--- src/rtl/core/fsot_pkg.sv ---
// Shared types and codes for the frame slot ownership tracker.
package fsot_pkg;

   localparam int MODE_W   = 3;
   localparam int IDX_W    = 4;
   localparam int FLAG_W   = 4;
   localparam int STATUS_W = 2;

   // command modes
   localparam logic [MODE_W-1:0] MODE_CLAIM    = 3'd0;
   localparam logic [MODE_W-1:0] MODE_ABORT    = 3'd1;
   localparam logic [MODE_W-1:0] MODE_PROMOTE  = 3'd2;
   localparam logic [MODE_W-1:0] MODE_ACQUIRE  = 3'd3;
   localparam logic [MODE_W-1:0] MODE_REL_DISP = 3'd4;
   localparam logic [MODE_W-1:0] MODE_RETAIN   = 3'd5;
   localparam logic [MODE_W-1:0] MODE_REL_TX   = 3'd6;

   // status codes
   localparam logic [STATUS_W-1:0] ST_OK       = 2'd0;
   localparam logic [STATUS_W-1:0] ST_INVALID  = 2'd1;
   localparam logic [STATUS_W-1:0] ST_BUSY     = 2'd2;
   localparam logic [STATUS_W-1:0] ST_NOTFOUND = 2'd3;

   // ownership flag bits
   localparam int BIT_STAGING = 0;
   localparam int BIT_LATEST  = 1;
   localparam int BIT_DISPLAY = 2;
   localparam int BIT_TX      = 3;

   localparam logic [FLAG_W-1:0] FL_NONE    = 4'b0000;
   localparam logic [FLAG_W-1:0] FL_STAGING = 4'b0001;
   localparam logic [FLAG_W-1:0] FL_LATEST  = 4'b0010;
   localparam logic [FLAG_W-1:0] FL_DISPLAY = 4'b0100;
   localparam logic [FLAG_W-1:0] FL_TX      = 4'b1000;

   // registered request, seen by every cell
   typedef struct packed {
      logic [MODE_W-1:0] mode;
      logic              header_valid;
   } cmd_type;

   // row-wide control fed back into the cells
   typedef struct packed {
      logic exec;
      logic any_staging;
      logic any_display;
      logic promote_go;
   } ctl_type;

   // per-cell status towards the top
   typedef struct packed {
      logic staging;
      logic display;
      logic addr_ok;
      logic take;
   } cell_stat_type;

endpackage

--- src/rtl/core/fsot_cell.sv ---
// One slot of the ownership row: its flags and the claim/latest priority links.
module fsot_cell import fsot_pkg::*; (
   input  logic          clock,
   input  logic          reset,
   input  cmd_type       cmd,
   input  ctl_type       ctl,
   input  logic          hit,
   input  logic          claim_in,
   input  logic          latest_in,
   output logic          claim_out,
   output logic          latest_out,
   output cell_stat_type stat
);

   logic [FLAG_W-1:0] flags_ff;
   logic [FLAG_W-1:0] flags_in;
   logic              empty;
   logic              take_empty;
   logic              take_latest;
   logic              addr_ok;

   assign empty       = (flags_ff == FL_NONE);
   assign take_empty  = empty & ~claim_in;
   assign claim_out   = claim_in | empty;
   assign take_latest = flags_ff[BIT_LATEST] & ~latest_in;
   assign latest_out  = latest_in | flags_ff[BIT_LATEST];

   always_comb begin
      case (cmd.mode)
         MODE_ABORT:    addr_ok = hit && (flags_ff == FL_STAGING);
         MODE_PROMOTE:  addr_ok = hit && (flags_ff == FL_STAGING) && cmd.header_valid;
         MODE_REL_DISP: addr_ok = hit && flags_ff[BIT_DISPLAY];
         MODE_RETAIN:   addr_ok = hit && !empty && !flags_ff[BIT_STAGING] && !flags_ff[BIT_TX];
         MODE_REL_TX:   addr_ok = hit && flags_ff[BIT_TX];
         default:       addr_ok = 1'b0;
      endcase
   end

   always_comb begin
      flags_in = flags_ff;
      case (cmd.mode)
         MODE_CLAIM: begin
            if (!ctl.any_staging && take_empty) flags_in = FL_STAGING;
         end
         MODE_ABORT: begin
            if (addr_ok) flags_in = FL_NONE;
         end
         MODE_PROMOTE: begin
            // latest moves to the promoted slot, every other slot loses it
            if (ctl.promote_go) flags_in = hit ? FL_LATEST : (flags_ff & ~FL_LATEST);
         end
         MODE_ACQUIRE: begin
            if (!ctl.any_display && take_latest) flags_in = flags_ff | FL_DISPLAY;
         end
         MODE_REL_DISP: begin
            if (addr_ok) flags_in = flags_ff & ~FL_DISPLAY;
         end
         MODE_RETAIN: begin
            if (addr_ok) flags_in = flags_ff | FL_TX;
         end
         MODE_REL_TX: begin
            if (addr_ok) flags_in = flags_ff & ~FL_TX;
         end
         default: flags_in = flags_ff;
      endcase
   end

   always_ff @(posedge clock) begin
      if (reset) begin
         flags_ff <= FL_NONE;
      end else if (ctl.exec) begin
         flags_ff <= flags_in;
      end
   end

   assign stat.staging = flags_ff[BIT_STAGING];
   assign stat.display = flags_ff[BIT_DISPLAY];
   assign stat.addr_ok = addr_ok;
   assign stat.take    = ((cmd.mode == MODE_CLAIM) && take_empty) ||
                         ((cmd.mode == MODE_ACQUIRE) && take_latest);

endmodule

--- src/rtl/core/frame_slot_ownership_tracker_unit.sv ---
// Top level of the frame slot ownership tracker: request register, cell row, response register.
// Tracks SLOTS frame-buffer slots, each with staging, latest, display and transmit
// ownership flags, all clear after reset. A request (mode and header_valid in tuser,
// slot index in tdata) is registered first and then executed across the row of slot
// cells, where the lowest free or latest slot is found by a priority link rippling
// from cell to cell; the response (status in tuser, granted slot in tdata) then sits
// in an output register. A new request is accepted only once the previous one has
// executed, also while its response still waits; execution holds while the response
// register is full and rsp_tready is low.
module frame_slot_ownership_tracker_unit import fsot_pkg::*; #(
   parameter int SLOTS = 4
) (
   input  logic       clock,
   input  logic       reset,
   input  logic       req_tvalid,
   output logic       req_tready,
   input  logic [7:0] req_tdata,  // [3:0] slot_index, [7:4] zero
   input  logic [3:0] req_tuser,  // [2:0] mode, [3] header_valid
   output logic       rsp_tvalid,
   input  logic       rsp_tready,
   output logic [7:0] rsp_tdata,  // [3:0] granted_slot, [7:4] zero
   output logic [1:0] rsp_tuser   // [1:0] status
);

   logic              cmd_valid_ff;
   cmd_type           cmd_ff;
   logic [IDX_W-1:0]  idx_ff;
   logic              rsp_valid_ff;
   logic [STATUS_W-1:0] status_ff;
   logic [STATUS_W-1:0] status_in;
   logic [IDX_W-1:0]  granted_ff;
   logic [IDX_W-1:0]  granted_in;

   ctl_type           ctl;
   cell_stat_type     stat [SLOTS];
   logic [SLOTS:0]    claim_chain;
   logic [SLOTS:0]    latest_chain;
   logic [SLOTS-1:0]  staging_vec;
   logic [SLOTS-1:0]  display_vec;
   logic [SLOTS-1:0]  ok_vec;
   logic              any_ok;
   logic              req_fire;

   assign req_tready = !cmd_valid_ff;
   assign req_fire   = req_tvalid && req_tready;
   assign ctl.exec   = cmd_valid_ff && (!rsp_valid_ff || rsp_tready);

   always_ff @(posedge clock) begin
      if (reset) begin
         cmd_valid_ff <= 1'b0;
      end else if (req_fire) begin
         cmd_valid_ff <= 1'b1;
      end else if (ctl.exec) begin
         cmd_valid_ff <= 1'b0;
      end
   end

   always_ff @(posedge clock) begin
      if (req_fire) begin
         cmd_ff.mode         <= req_tuser[2:0];
         cmd_ff.header_valid <= req_tuser[3];
         idx_ff              <= req_tdata[3:0];
      end
   end

   assign claim_chain[0]  = 1'b0;
   assign latest_chain[0] = 1'b0;

   for (genvar i = 0; i < SLOTS; i++) begin : g_cell
      fsot_cell u_cell (
         .clock      (clock),
         .reset      (reset),
         .cmd        (cmd_ff),
         .ctl        (ctl),
         .hit        (idx_ff == IDX_W'(i)),
         .claim_in   (claim_chain[i]),
         .latest_in  (latest_chain[i]),
         .claim_out  (claim_chain[i+1]),
         .latest_out (latest_chain[i+1]),
         .stat       (stat[i])
      );
      assign staging_vec[i] = stat[i].staging;
      assign display_vec[i] = stat[i].display;
      assign ok_vec[i]      = stat[i].addr_ok;
   end

   assign ctl.any_staging = |staging_vec;
   assign ctl.any_display = |display_vec;
   assign any_ok          = |ok_vec;
   assign ctl.promote_go  = any_ok && (cmd_ff.mode == MODE_PROMOTE);

   always_comb begin
      case (cmd_ff.mode)
         MODE_CLAIM:
            status_in = (!ctl.any_staging && claim_chain[SLOTS]) ? ST_OK : ST_BUSY;
         MODE_ACQUIRE:
            status_in = ctl.any_display ? ST_BUSY :
                        (latest_chain[SLOTS] ? ST_OK : ST_NOTFOUND);
         MODE_ABORT, MODE_PROMOTE, MODE_REL_DISP, MODE_RETAIN, MODE_REL_TX:
            status_in = any_ok ? ST_OK : ST_INVALID;
         default:
            status_in = ST_INVALID;
      endcase
   end

   // at most one cell takes; granted is zero unless the request succeeded
   always_comb begin
      granted_in = '0;
      for (int i = 0; i < SLOTS; i++) begin
         if (stat[i].take && (status_in == ST_OK)) granted_in = granted_in | IDX_W'(i);
      end
   end

   always_ff @(posedge clock) begin
      if (reset) begin
         rsp_valid_ff <= 1'b0;
      end else if (ctl.exec) begin
         rsp_valid_ff <= 1'b1;
      end else if (rsp_tready) begin
         rsp_valid_ff <= 1'b0;
      end
   end

   always_ff @(posedge clock) begin
      if (ctl.exec) begin
         status_ff  <= status_in;
         granted_ff <= granted_in;
      end
   end

   assign rsp_tvalid = rsp_valid_ff;
   assign rsp_tdata  = {4'b0000, granted_ff};
   assign rsp_tuser  = status_ff;

endmodule
--- config.mk ---
export PLATFORM = sky130hd
export DESIGN_NAME = frame_slot_ownership_tracker_unit
export DESIGN_NICKNAME = d
export VERILOG_FILES = /design/src/rtl/core/fsot_pkg.sv /design/src/rtl/core/fsot_cell.sv /design/src/rtl/core/frame_slot_ownership_tracker_unit.sv
export SDC_FILE = /design/constraint.sdc
export NUM_CORES = 1
export LEC_CHECK = 0
export ABC_AREA = 1
export BUFFER_PORTS_ARGS = -buffer_cell sky130_fd_sc_hd__buf_2
export CAP_MARGIN = 10
export CORE_ASPECT_RATIO = 1.25
export CORE_UTILIZATION = 40
export CTS_BUF_LIST = sky130_fd_sc_hd__clkbuf_2 sky130_fd_sc_hd__clkbuf_4 sky130_fd_sc_hd__clkbuf_8
export DETAILED_ROUTE_END_ITERATION = 7
export SLEW_MARGIN = 30
export SYNTH_ARGS = -nofsm -noshare
export SYNTH_HDL_FRONTEND = slang
export SYNTH_SLANG_ARGS = --single-unit
--- constraint.sdc ---
create_clock -name clock -period 1.6 [get_ports clock]
set_input_delay 0.48 -clock clock [delete_from_list [all_inputs] [get_ports clock]]
set_output_delay 0.48 -clock clock [all_outputs]
set_load 0.05 [all_outputs]
==> results.sh, run 1 <==
export IMPL_ys_seq_area_frac=0.315
export IMPL_wl_per_cell_um=13.9
export IMPL_cts_root_buf="clkbuf_8"
export IMPL_cp_slowest_stage_delay_ps=410
export IMPL_netSwitchingPower_w=0.000828
export IMPL_ant_nets=0
export IMPL_arrival_ps=2060
export IMPL_grt_use_met3=0.0407
export IMPL_status="finished, violations left"
export IMPL_nNetsFinal=467
export IMPL_initial_core_util=0.418
export IMPL_path_class="register to register"
export IMPL_clkPwrFrac=0.328
export IMPL_dr_pass1_iters=4
export IMPL_numClockSinks=30
export IMPL_worst_slack_ps=-266
export IMPL_drive_gt1_frac=0.407
export IMPL_io_buffers=17
export IMPL_report_final_slew_viol_count=0
export IMPL_hold_viol=0
export IMPL_netlist_instances=356
export IMPL_end_kind="register"
export IMPL_die_area_um2=6040
export IMPL_power_frac_comb=0.316
export IMPL_start_kind="register"
export IMPL_power_w=0.00243
export IMPL_htreeDepth=2
export IMPL_track_usage=0.251
export IMPL_met2_usage=0.457
export IMPL_p_int_w=0.00161
export IMPL_crit_family="simple AND/OR/NAND/NOR gates"
export IMPL_whs_ps=359
export IMPL_dieWidth_um=69.7
export IMPL_fp_row_count=30
export IMPL_fin_area_um2=3370
export IMPL_wl_um=7170
export IMPL_path_clk_slew_ps=70
export IMPL_grt_start_max_net_pins=14
export IMPL_drc=0
export IMPL_final_cells=516
export IMPL_top_usage_layer="met2"
export IMPL_fmax_ghz=0.536
export IMPL_fin_util=0.615
export IMPL_critPathSlowestCell="edfxtp_1"
export IMPL_cts_tree="done"
export IMPL_path_cells="buf_6 > nor2_4 > nand3_4 > nand2_4 > nand2_1 > nand2_1 > nand2_2 > buf_4 > nand2_1 > and3_4 > nand3_2 > nor2_1 > nor2_1"
export IMPL_drt_iter0_drc=154
export IMPL_grt_pass1_vias=2511
export IMPL_synth_cell_types=30
export IMPL_violations="setup timing"
export IMPL_drv_cap=0
export IMPL_num_fill_cells=522
export IMPL_hpwl_um=5650
export IMPL_r2r_slack_ps=-270
export IMPL_hold_path_class="input port to register"
export IMPL_switching_share=0.340
export IMPL_vias_per_cell=4.95
export IMPL_required_ps=1790
export IMPL_seqCellArea_um2=726
export IMPL_grt_pass1_wl_um=11600
export IMPL_area_growth_pct=47.1
export IMPL_timing_critical_path_buf_inv=2
export IMPL_syn_area_um2=2290
export IMPL_cts_inserted_buffers=5
export IMPL_seq_power_share=0.356
export IMPL_cp_max_fo=5
export IMPL_gr_usage_met1=0.266
export IMPL_coreArea_um2=5480
export IMPL_skew_ps=10.3
export IMPL_grt_ovfl_total=0
export IMPL_critPathLaunch="cmd_ff[3]"
export IMPL_cts_hold_fix_buffers=0
export IMPL_num_io_pins=28
export IMPL_final_setup_viol_count=19
export IMPL_dp_cells=505
export IMPL_ys_warn_count=0
export IMPL_total_leakage_power_nw=1.69
export IMPL_synth_seq_cells=30
export IMPL_syn_area_per_cell_um2=6.44
export IMPL_placed_cell_area_um2=2970
export IMPL_hp_start="req_tuser[3]"
export IMPL_rsz0062_at_grt="true"
export IMPL_antenna_found_initial=0
export IMPL_die_h_um=86.6
export IMPL_cts_path_max_buffers=2
export IMPL_vias=2555
export IMPL_multi_input_area_um2=1490
export IMPL_clock_latency_ps=300
export IMPL_fin_crit_sh=1.17
export IMPL_power_density_nw_per_um2=722
export IMPL_insertedDiodeCount=0
export IMPL_vdd_drop_max_v=0.000688
export IMPL_crit_path_frequent_cell="nand2_1"
export IMPL_period_needed_ps=1870
export IMPL_r2r_start="cmd_ff[3]"
export IMPL_routabilityCongestion=0.970
[metal layers]
layer	wire length [um]	vias to the layer above	part of all wire
met2	3590	75	0.50
li1	-	1312	-
met4	464	0	0.065
met1	2880	1141	0.40
met3	232	27	0.032
met5	0	-	0
[cell type report]
| cell class | instances | area share |
|---|---|---|
| flip-flops and latches | 30 | 0.215 |
| well taps | 64 | 0.0238 |
| multi-input cells | 262 | 0.442 |
| inverters | 56 | 0.0661 |
| clock inverters | 3 | 0.0134 |
| repair buffers | 96 | 0.219 |
| clock buffers | 5 | 0.0204 |
[layout by cell type, fill, tap and decap left out, types with 5 or more instances in the layout]
cell type  instances
nand3_4            7
buf_6             10
nor3_1             5
clkbuf_8           5
dfxtp_1           16
buf_4             66
a21oi_2            5
nand3_1           17
inv_1             45
edfxtp_1          12
conb_1             6
nor2_2            12
o21ai_0            7
buf_2             18
nand2_1           72
nor2_1            59
nor2_4             5
nand4_1           13
inv_2              7
nand2_2           17
nand3_2           15
a21oi_1            8
[repair_timing]
action                                  4_1_cts  5_1_grt
endpoints found under the setup margin       20       20
buffers inserted                              2        0
pin swaps                                     6       16
gates resized for setup                      28       44
gates cloned                                  0        1
[registers in the layout (all words and copies together), names as in the netlist]
signal                  cells
cmd_ff                      4
cmd_valid_ff                1
g_cell.u_cell.flags_ff     16
granted_ff                  2
idx_ff                      4
rsp_tuser                   2
rsp_tvalid                  1
[cells by family after synthesis]
kind of cell | Yosys count | share of synthesized area
simple gates | 230 | 0.481
flops | 30 | 0.315
compound gates | 26 | 0.0606
other cells | 1 | 0.00164
buf+inv | 69 | 0.143
[final timing paths]
path                                                      to  depth (start not counted)
worst max-delay path            g_cell[0].u_cell.flags_ff[0]                         13
worst min-delay path                               cmd_ff[0]                          1
worst max register to register  g_cell[0].u_cell.flags_ff[0]                         13
worst min register to register                    rsp_tvalid                          2
[Yosys cell counts]
library cell	count	area share
nand2_1	83	0.14
nor2_1	70	0.11
inv_1	51	0.084
nand3_1	26	0.057
dfxtp_1	18	0.16
a21oi_1	14	0.031
nand3_2	13	0.057
nand4_1	13	0.036
edfxtp_1	12	0.16
o21ai_0	8	0.017
nand2_2	7	0.019
buf_4	6	0.020
buf_6	5	0.025
nor2_2	5	0.014
nor3_1	5	0.011
inv_2	3	0.0049
a211oi_1	2	0.0066
and3_1	2	0.0055
buf_2	2	0.0044
and2_1	1	0.0027
clkinv_1	1	0.0016
conb_1	1	0.0016
inv_6	1	0.0038
nand2_4	1	0.0049
nand3b_1	1	0.0033
nor2_4	1	0.0049
nor2_8	1	0.0087
nor3_4	1	0.0071
o22ai_1	1	0.0027
o31ai_1	1	0.0033
[power by group through the flow]
| stage | sequential, W | combinational [W] | clock [W] |
|---|---|---|---|
| 2_1_floorplan | 0.000906 | 0.000382 | 0 |
| 3_3_place_gp | 0.000877 | 0.000661 | 0 |
| 3_5_place_dp | 0.000879 | 0.000666 | 0 |
| 4_1_cts | 0.000863 | 0.000701 | 0.000808 |
| 5_1_grt | 0.000869 | 0.000838 | 0.000836 |
| 6_report | 0.000865 | 0.000769 | 0.000799 |
[stage by stage]
step / worst slack, ps / TNS (ps)
floorplan: -83.8 / -438
global placement: -280 / -4490
detailed placement: -286 / -4700
CTS: -266 / -4100
global route: -446 / -7020
finish: -266 / -4040
Power figures use the tool's default switching activity.
==> run 2: changes to the inputs <==
--- a/config.mk
+++ b/config.mk
@@ -12,6 +12,7 @@
 export CORE_UTILIZATION = 40
 export CTS_BUF_LIST = sky130_fd_sc_hd__clkbuf_2 sky130_fd_sc_hd__clkbuf_4 sky130_fd_sc_hd__clkbuf_8
 export DETAILED_ROUTE_END_ITERATION = 7
+export SETUP_SLACK_MARGIN = 0.2
 export SLEW_MARGIN = 30
 export SYNTH_ARGS = -nofsm -noshare
 export SYNTH_HDL_FRONTEND = slang
==> run 2 against run 1 <==
Against the previous run: the flow still finishes with violations (setup timing); final area is 2.3% higher; core utilization is 1.4 points higher; critical path depth is 2 higher; hold slack better by 11 ps; critical endpoint is now g_cell[2].u_cell.flags_ff[1]; largest cell class unchanged; largest power group unchanged.
==> results.sh, run 2 (synthesis results as in run 1) <==
export IMPL_status="finished, violations left"
export IMPL_violations="setup timing"
export IMPL_initial_core_util=0.418
export IMPL_ant_nets=0
export IMPL_reg_top3="g_cell.u_cell.flags_ff (16), cmd_ff (4), idx_ff (4)"
export IMPL_num_io_pins=28
export IMPL_fmax_ghz=0.518
export IMPL_path_clk_slew_ps=70
export IMPL_start_kind="register"
export IMPL_report_final_slew_viol_count=0
export IMPL_skew_ps=15.5
export IMPL_required_ps=1780
export IMPL_wl_per_cell_um=13.8
export IMPL_wl_met2_um=3670
export IMPL_top_layer="met4"
export IMPL_drc=0
export IMPL_r2r_start="cmd_ff[1]"
export IMPL_rsz0062_at_grt="true"
export IMPL_grt_pass1_vias=2563
export IMPL_hold_viol=0
export IMPL_met1_length_um=2990
export IMPL_final_cells=527
export IMPL_vias_per_cell=4.90
export IMPL_arrival_ps=2110
export IMPL_grt_start_max_net_pins=14
export IMPL_die_h_um=86.6
export IMPL_htreeDepth=2
export IMPL_hpwl_um=5760
export IMPL_io_buffers=17
export IMPL_largest_register="g_cell.u_cell.flags_ff"
export IMPL_path_class="register to register"
export IMPL_track_usage=0.257
export IMPL_dieWidth_um=69.7
export IMPL_r2r_slack_ps=-330
export IMPL_power_density_nw_per_um2=655
export IMPL_wl_um=7290
export IMPL_end_kind="register"
export IMPL_drive_gt1_frac=0.447
export IMPL_largest_reg_flops=16
export IMPL_fp_row_count=30
export IMPL_cts_root_buf="clkbuf_8"
export IMPL_coreArea_um2=5480
export IMPL_clock_latency_ps=290
export IMPL_total_leakage_power_nw=1.74
export IMPL_final_setup_viol_count=20
export IMPL_cp_max_fo=12
export IMPL_nNetsFinal=478
export IMPL_cts_tree="done"
export IMPL_grt_ovfl_total=0
export IMPL_vias=2583
export IMPL_vdd_drop_max_v=0.000535
export IMPL_antenna_found_initial=0
export IMPL_routabilityCongestion=0.896
export IMPL_reg2regPathDepth=15
export IMPL_drv_cap=0
export IMPL_setup_worst_path_end="g_cell[2].u_cell.flags_ff[1]"
export IMPL_cts_path_max_buffers=2
export IMPL_grt_pass1_wl_um=11900
export IMPL_period_needed_ps=1930
export IMPL_numClockSinks=30
export IMPL_insertedDiodeCount=0
export IMPL_dp_cells=508
export IMPL_wl_met3_um=198
export IMPL_drt_iter0_drc=110
export IMPL_dr_pass1_iters=4
export IMPL_die_area_um2=6040
export IMPL_whs_ps=370
export IMPL_critPathLaunch="cmd_ff[1]"
export IMPL_hold_path_class="input port to register"
export IMPL_power_w=0.00226
export IMPL_area_growth_pct=50.5
export IMPL_r2r_end="g_cell[2].u_cell.flags_ff[1]"
export IMPL_worst_slack_ps=-332
export IMPL_final_cell_mix="buf_4, nand2_1, nor2_1, inv_1, nand2_2"
export IMPL_fin_crit_sh=1.21
export IMPL_cts_inserted_buffers=5
export IMPL_fin_util=0.629
export IMPL_layout_commonest_cell="buf_4"
==> run 2: changes by cell type in the layout (fill, tap and decap cells not counted), sizes merged <==
cell,change
clkinvlp,-1
clkinv,+2
bufinv,-1
buf,+11
==> run 2: through the flow <==
stage,setup WS (ps),TNS [ps],cell area [um2]
floorplan,-83.8,-438,2320
global placement,-332,-5310,2980
detailed placement,-368,-5690,2980
CTS,-272,-4320,3320
global route,-467,-7630,3450
finish,-332,-5390,3450
==> run 2: layout make-up <==
class / instances / area [um2]
clock buffers: 5 / 68.8
clock inverters: 3 / 16.3
fillers: 520 / 2030
inverters: 56 / 218
multi-input cells: 262 / 1510
flip-flops and latches: 30 / 723
well taps: 64 / 80.1
repair buffers: 107 / 833
==> run 2: timing repair <==
action	in CTS	in global routing
gates resized for setup	44	41
setup buffers	10	1
endpoints found under the setup margin	21	21
pin swaps	16	27
hold buffers	0	0
==> run 2: how the worst min path moves through the flow <==
stage                                       startpoint                      endpoint  slack (ps)  cells past startpoint
after CTS                                 req_tdata[0]                     idx_ff[0]         370                      1
after global routing                      req_tuser[1]                     cmd_ff[2]         360                      1
after detailed placement  g_cell[0].u_cell.flags_ff[1]  g_cell[0].u_cell.flags_ff[1]         480                      2
after global placement    g_cell[0].u_cell.flags_ff[1]  g_cell[0].u_cell.flags_ff[1]         470                      2
after floorplan           g_cell[0].u_cell.flags_ff[1]  g_cell[0].u_cell.flags_ff[1]         450                      2
final                                     req_tdata[0]                     idx_ff[0]         370                      1
==> run 2: per-layer routing <==
| layer | up-vias | track usage |
|---|---|---|
| li1 | 1333 | - |
| met2 | 70 | 0.478 |
| met4 | 0 | 0.145 |
| met1 | 1150 | 0.279 |
| met5 | - | 0 |
| met3 | 30 | 0.0372 |
==> run 2: worst max-delay path, cell delays in order, from the launching register on <==
cell      delay, ps
edfxtp_1        480
buf_6           180
buf_6           110
nand3_4         100
nand2_4          70
nand2_1          70
nand2_1          50
nand2_1         110
nand2_2          60
inv_2            80
nand3_4         100
buf_12          160
nand3b_1        100
nand2_1          60
nand2_1          70
nor2_2           30
==> run 2: power by group <==
group	switching, W	internal, W
sequential	0.0000232	0.000842
combinational	0.000468	0.000315
clock	0.000313	0.000298
==> run 3: changes to the inputs <==
--- a/config.mk
+++ b/config.mk
@@ -12,6 +12,7 @@
 export CORE_UTILIZATION = 40
 export CTS_BUF_LIST = sky130_fd_sc_hd__clkbuf_2 sky130_fd_sc_hd__clkbuf_4 sky130_fd_sc_hd__clkbuf_8
 export DETAILED_ROUTE_END_ITERATION = 7
+export RECOVER_POWER = 100
 export SETUP_SLACK_MARGIN = 0.2
 export SLEW_MARGIN = 30
 export SYNTH_ARGS = -nofsm -noshare
==> run 3 against run 2 <==
Against the previous run: the run still ends with setup timing left; clock power about the same; sequential share of layout area barely moved; count of clock-buffer cells in the layout stayed put; highest routed layer unchanged; largest cell class unchanged; critical path type unchanged.
==> results.sh, run 3 (synthesis results as in run 1) <==
export IMPL_status="finished, violations left"
export IMPL_violations="setup timing"
export IMPL_final_cell_mix="buf_4, nand2_1, nor2_1, inv_1, nand2_2"
export IMPL_wl_um=7290
export IMPL_cts_tree="done"
export IMPL_grt_pass1_wl_um=11900
export IMPL_required_ps=1780
export IMPL_total_leakage_power_nw=1.73
export IMPL_track_usage=0.257
export IMPL_hpwl_um=5760
export IMPL_initial_core_util=0.418
export IMPL_dr_pass1_iters=7
export IMPL_fmax_ghz=0.517
export IMPL_top_layer="met4"
export IMPL_r2r_slack_ps=-330
export IMPL_io_buffers=17
export IMPL_cp_max_fo=12
export IMPL_num_io_pins=28
export IMPL_cts_hold_fix_buffers=0
export IMPL_report_final_slew_viol_count=0
export IMPL_drv_cap=0
export IMPL_end_kind="register"
export IMPL_hold_path_class="input port to register"
export IMPL_die_area_um2=6040
export IMPL_path_class="register to register"
export IMPL_clock_latency_ps=290
export IMPL_crit_path_frequent_cell="nand2_1"
export IMPL_num_fill_cells=524
export IMPL_critPathSlowestCell="edfxtp_1"
export IMPL_start_kind="register"
export IMPL_drt_iter0_drc=123
export IMPL_grt_start_max_net_pins=14
export IMPL_die_h_um=86.6
export IMPL_largest_reg_flops=16
export IMPL_arrival_ps=2110
export IMPL_vdd_drop_max_v=0.000535
export IMPL_antenna_found_initial=0
export IMPL_vias_per_cell=4.91
export IMPL_path_cells="buf_6 > buf_6 > nand3_4 > nand2_4 > nand2_1 > nand2_1 > nand2_1 > nand2_2 > inv_2 > nand3_4 > buf_12 > nand3b_1 > nand2_1 > nand2_1 > nor2_2"
export IMPL_numClockSinks=30
export IMPL_fin_crit_sh=1.21
export IMPL_seqCellArea_um2=721
export IMPL_vias=2585
export IMPL_ant_nets=0
export IMPL_wl_met2_um=3660
export IMPL_final_setup_viol_count=20
export IMPL_grt_ovfl_total=0
export IMPL_met1_length_um=3030
export IMPL_routabilityCongestion=0.896
export IMPL_rsz0062_at_grt="true"
export IMPL_htreeDepth=2
export IMPL_period_needed_ps=1930
export IMPL_cp_slowest_stage_delay_ps=480
export IMPL_coreArea_um2=5480
export IMPL_wl_met3_um=181
export IMPL_dieWidth_um=69.7
export IMPL_grt_pass1_vias=2563
export IMPL_skew_ps=14.5
export IMPL_path_clk_slew_ps=70
export IMPL_area_growth_pct=49.9
export IMPL_fp_row_count=30
export IMPL_wl_per_cell_um=13.8
export IMPL_layout_commonest_cell="buf_4"
export IMPL_power_density_nw_per_um2=655
export IMPL_multi_input_area_um2=1510
export IMPL_place_ws_ps=-368
export IMPL_cts_inserted_buffers=5
export IMPL_nNetsFinal=478
export IMPL_drc=0
export IMPL_hold_viol=0
export IMPL_reg_top3="g_cell.u_cell.flags_ff (16), cmd_ff (4), idx_ff (4)"
export IMPL_whs_ps=371
export IMPL_worst_slack_ps=-333
export IMPL_largest_register="g_cell.u_cell.flags_ff"
export IMPL_drive_gt1_frac=0.441
export IMPL_insertedDiodeCount=0
export IMPL_cts_root_buf="clkbuf_8"
export IMPL_cts_path_max_buffers=2
## run 3: cell types whose count changed in the layout (fill, tap and decap cells not counted), sizes merged
cell	delta
clkbuf	+8
buf	-8
## run 3: path summary, 6_finish.rpt
kind	startpoint	to	cells after the start
setup / recovery	cmd_ff[1]	g_cell[2].u_cell.flags_ff[1]	15
hold / removal	req_tdata[0]	idx_ff[0]	1
setup reg to reg	cmd_ff[1]	g_cell[2].u_cell.flags_ff[1]	15
hold reg to reg	g_cell[0].u_cell.flags_ff[1]	g_cell[0].u_cell.flags_ff[1]	2
## run 3: routing by layer
layer  track usage  vias to the layer above
met2         0.478                       73
met1         0.279                     1147
met3        0.0372                       32
met4         0.145                        0
li1              -                     1333
met5             0                        -
## run 3: what timing repair did
item / in CTS / in global routing
resized for setup: 44 / 41
pin swaps: 16 / 27
setup endpoints to repair: 21 / 21
buffers inserted: 10 / 1
## run 3: report_power, final
| group | switching, W | leakage [nW] | internal (W) |
|---|---|---|---|
| combinational | 0.000467 | 1.43 | 0.000309 |
| sequential | 0.0000235 | 0.261 | 0.000841 |
| clock | 0.000312 | 0.0416 | 0.000298 |
| total | 0.000803 | 1.73 | 0.00145 |
## run 3: critical path, delay by kind of cell, from the launching register on
kind / cells / cell delay, ps
DFF: 1 / 480
buffers and inverters: 4 / 530
and+or+nand+nor: 11 / 830
## run 3: through the flow
stage	total power, W	cell area (um2)	std cells	util	TNS [ps]
2_1_floorplan	0.00129	2320	361	-	-438
3_3_place_gp	0.00154	2980	508	0.544	-5310
3_5_place_dp	0.00154	2980	508	0.544	-5690
4_1_cts	0.00222	3320	526	0.605	-4320
5_1_grt	0.00236	3430	527	0.626	-7710
6_report	0.00225	3430	527	0.626	-5490
## run 3: final cells by class
type	count	area share
Multi-Input combinational cell	262	0.440
Timing Repair Buffer	107	0.239
Clock inverter	3	0.00474
Sequential cell	30	0.210
Inverter	56	0.0634
Tap cell	64	0.0233
Clock buffer	5	0.0200
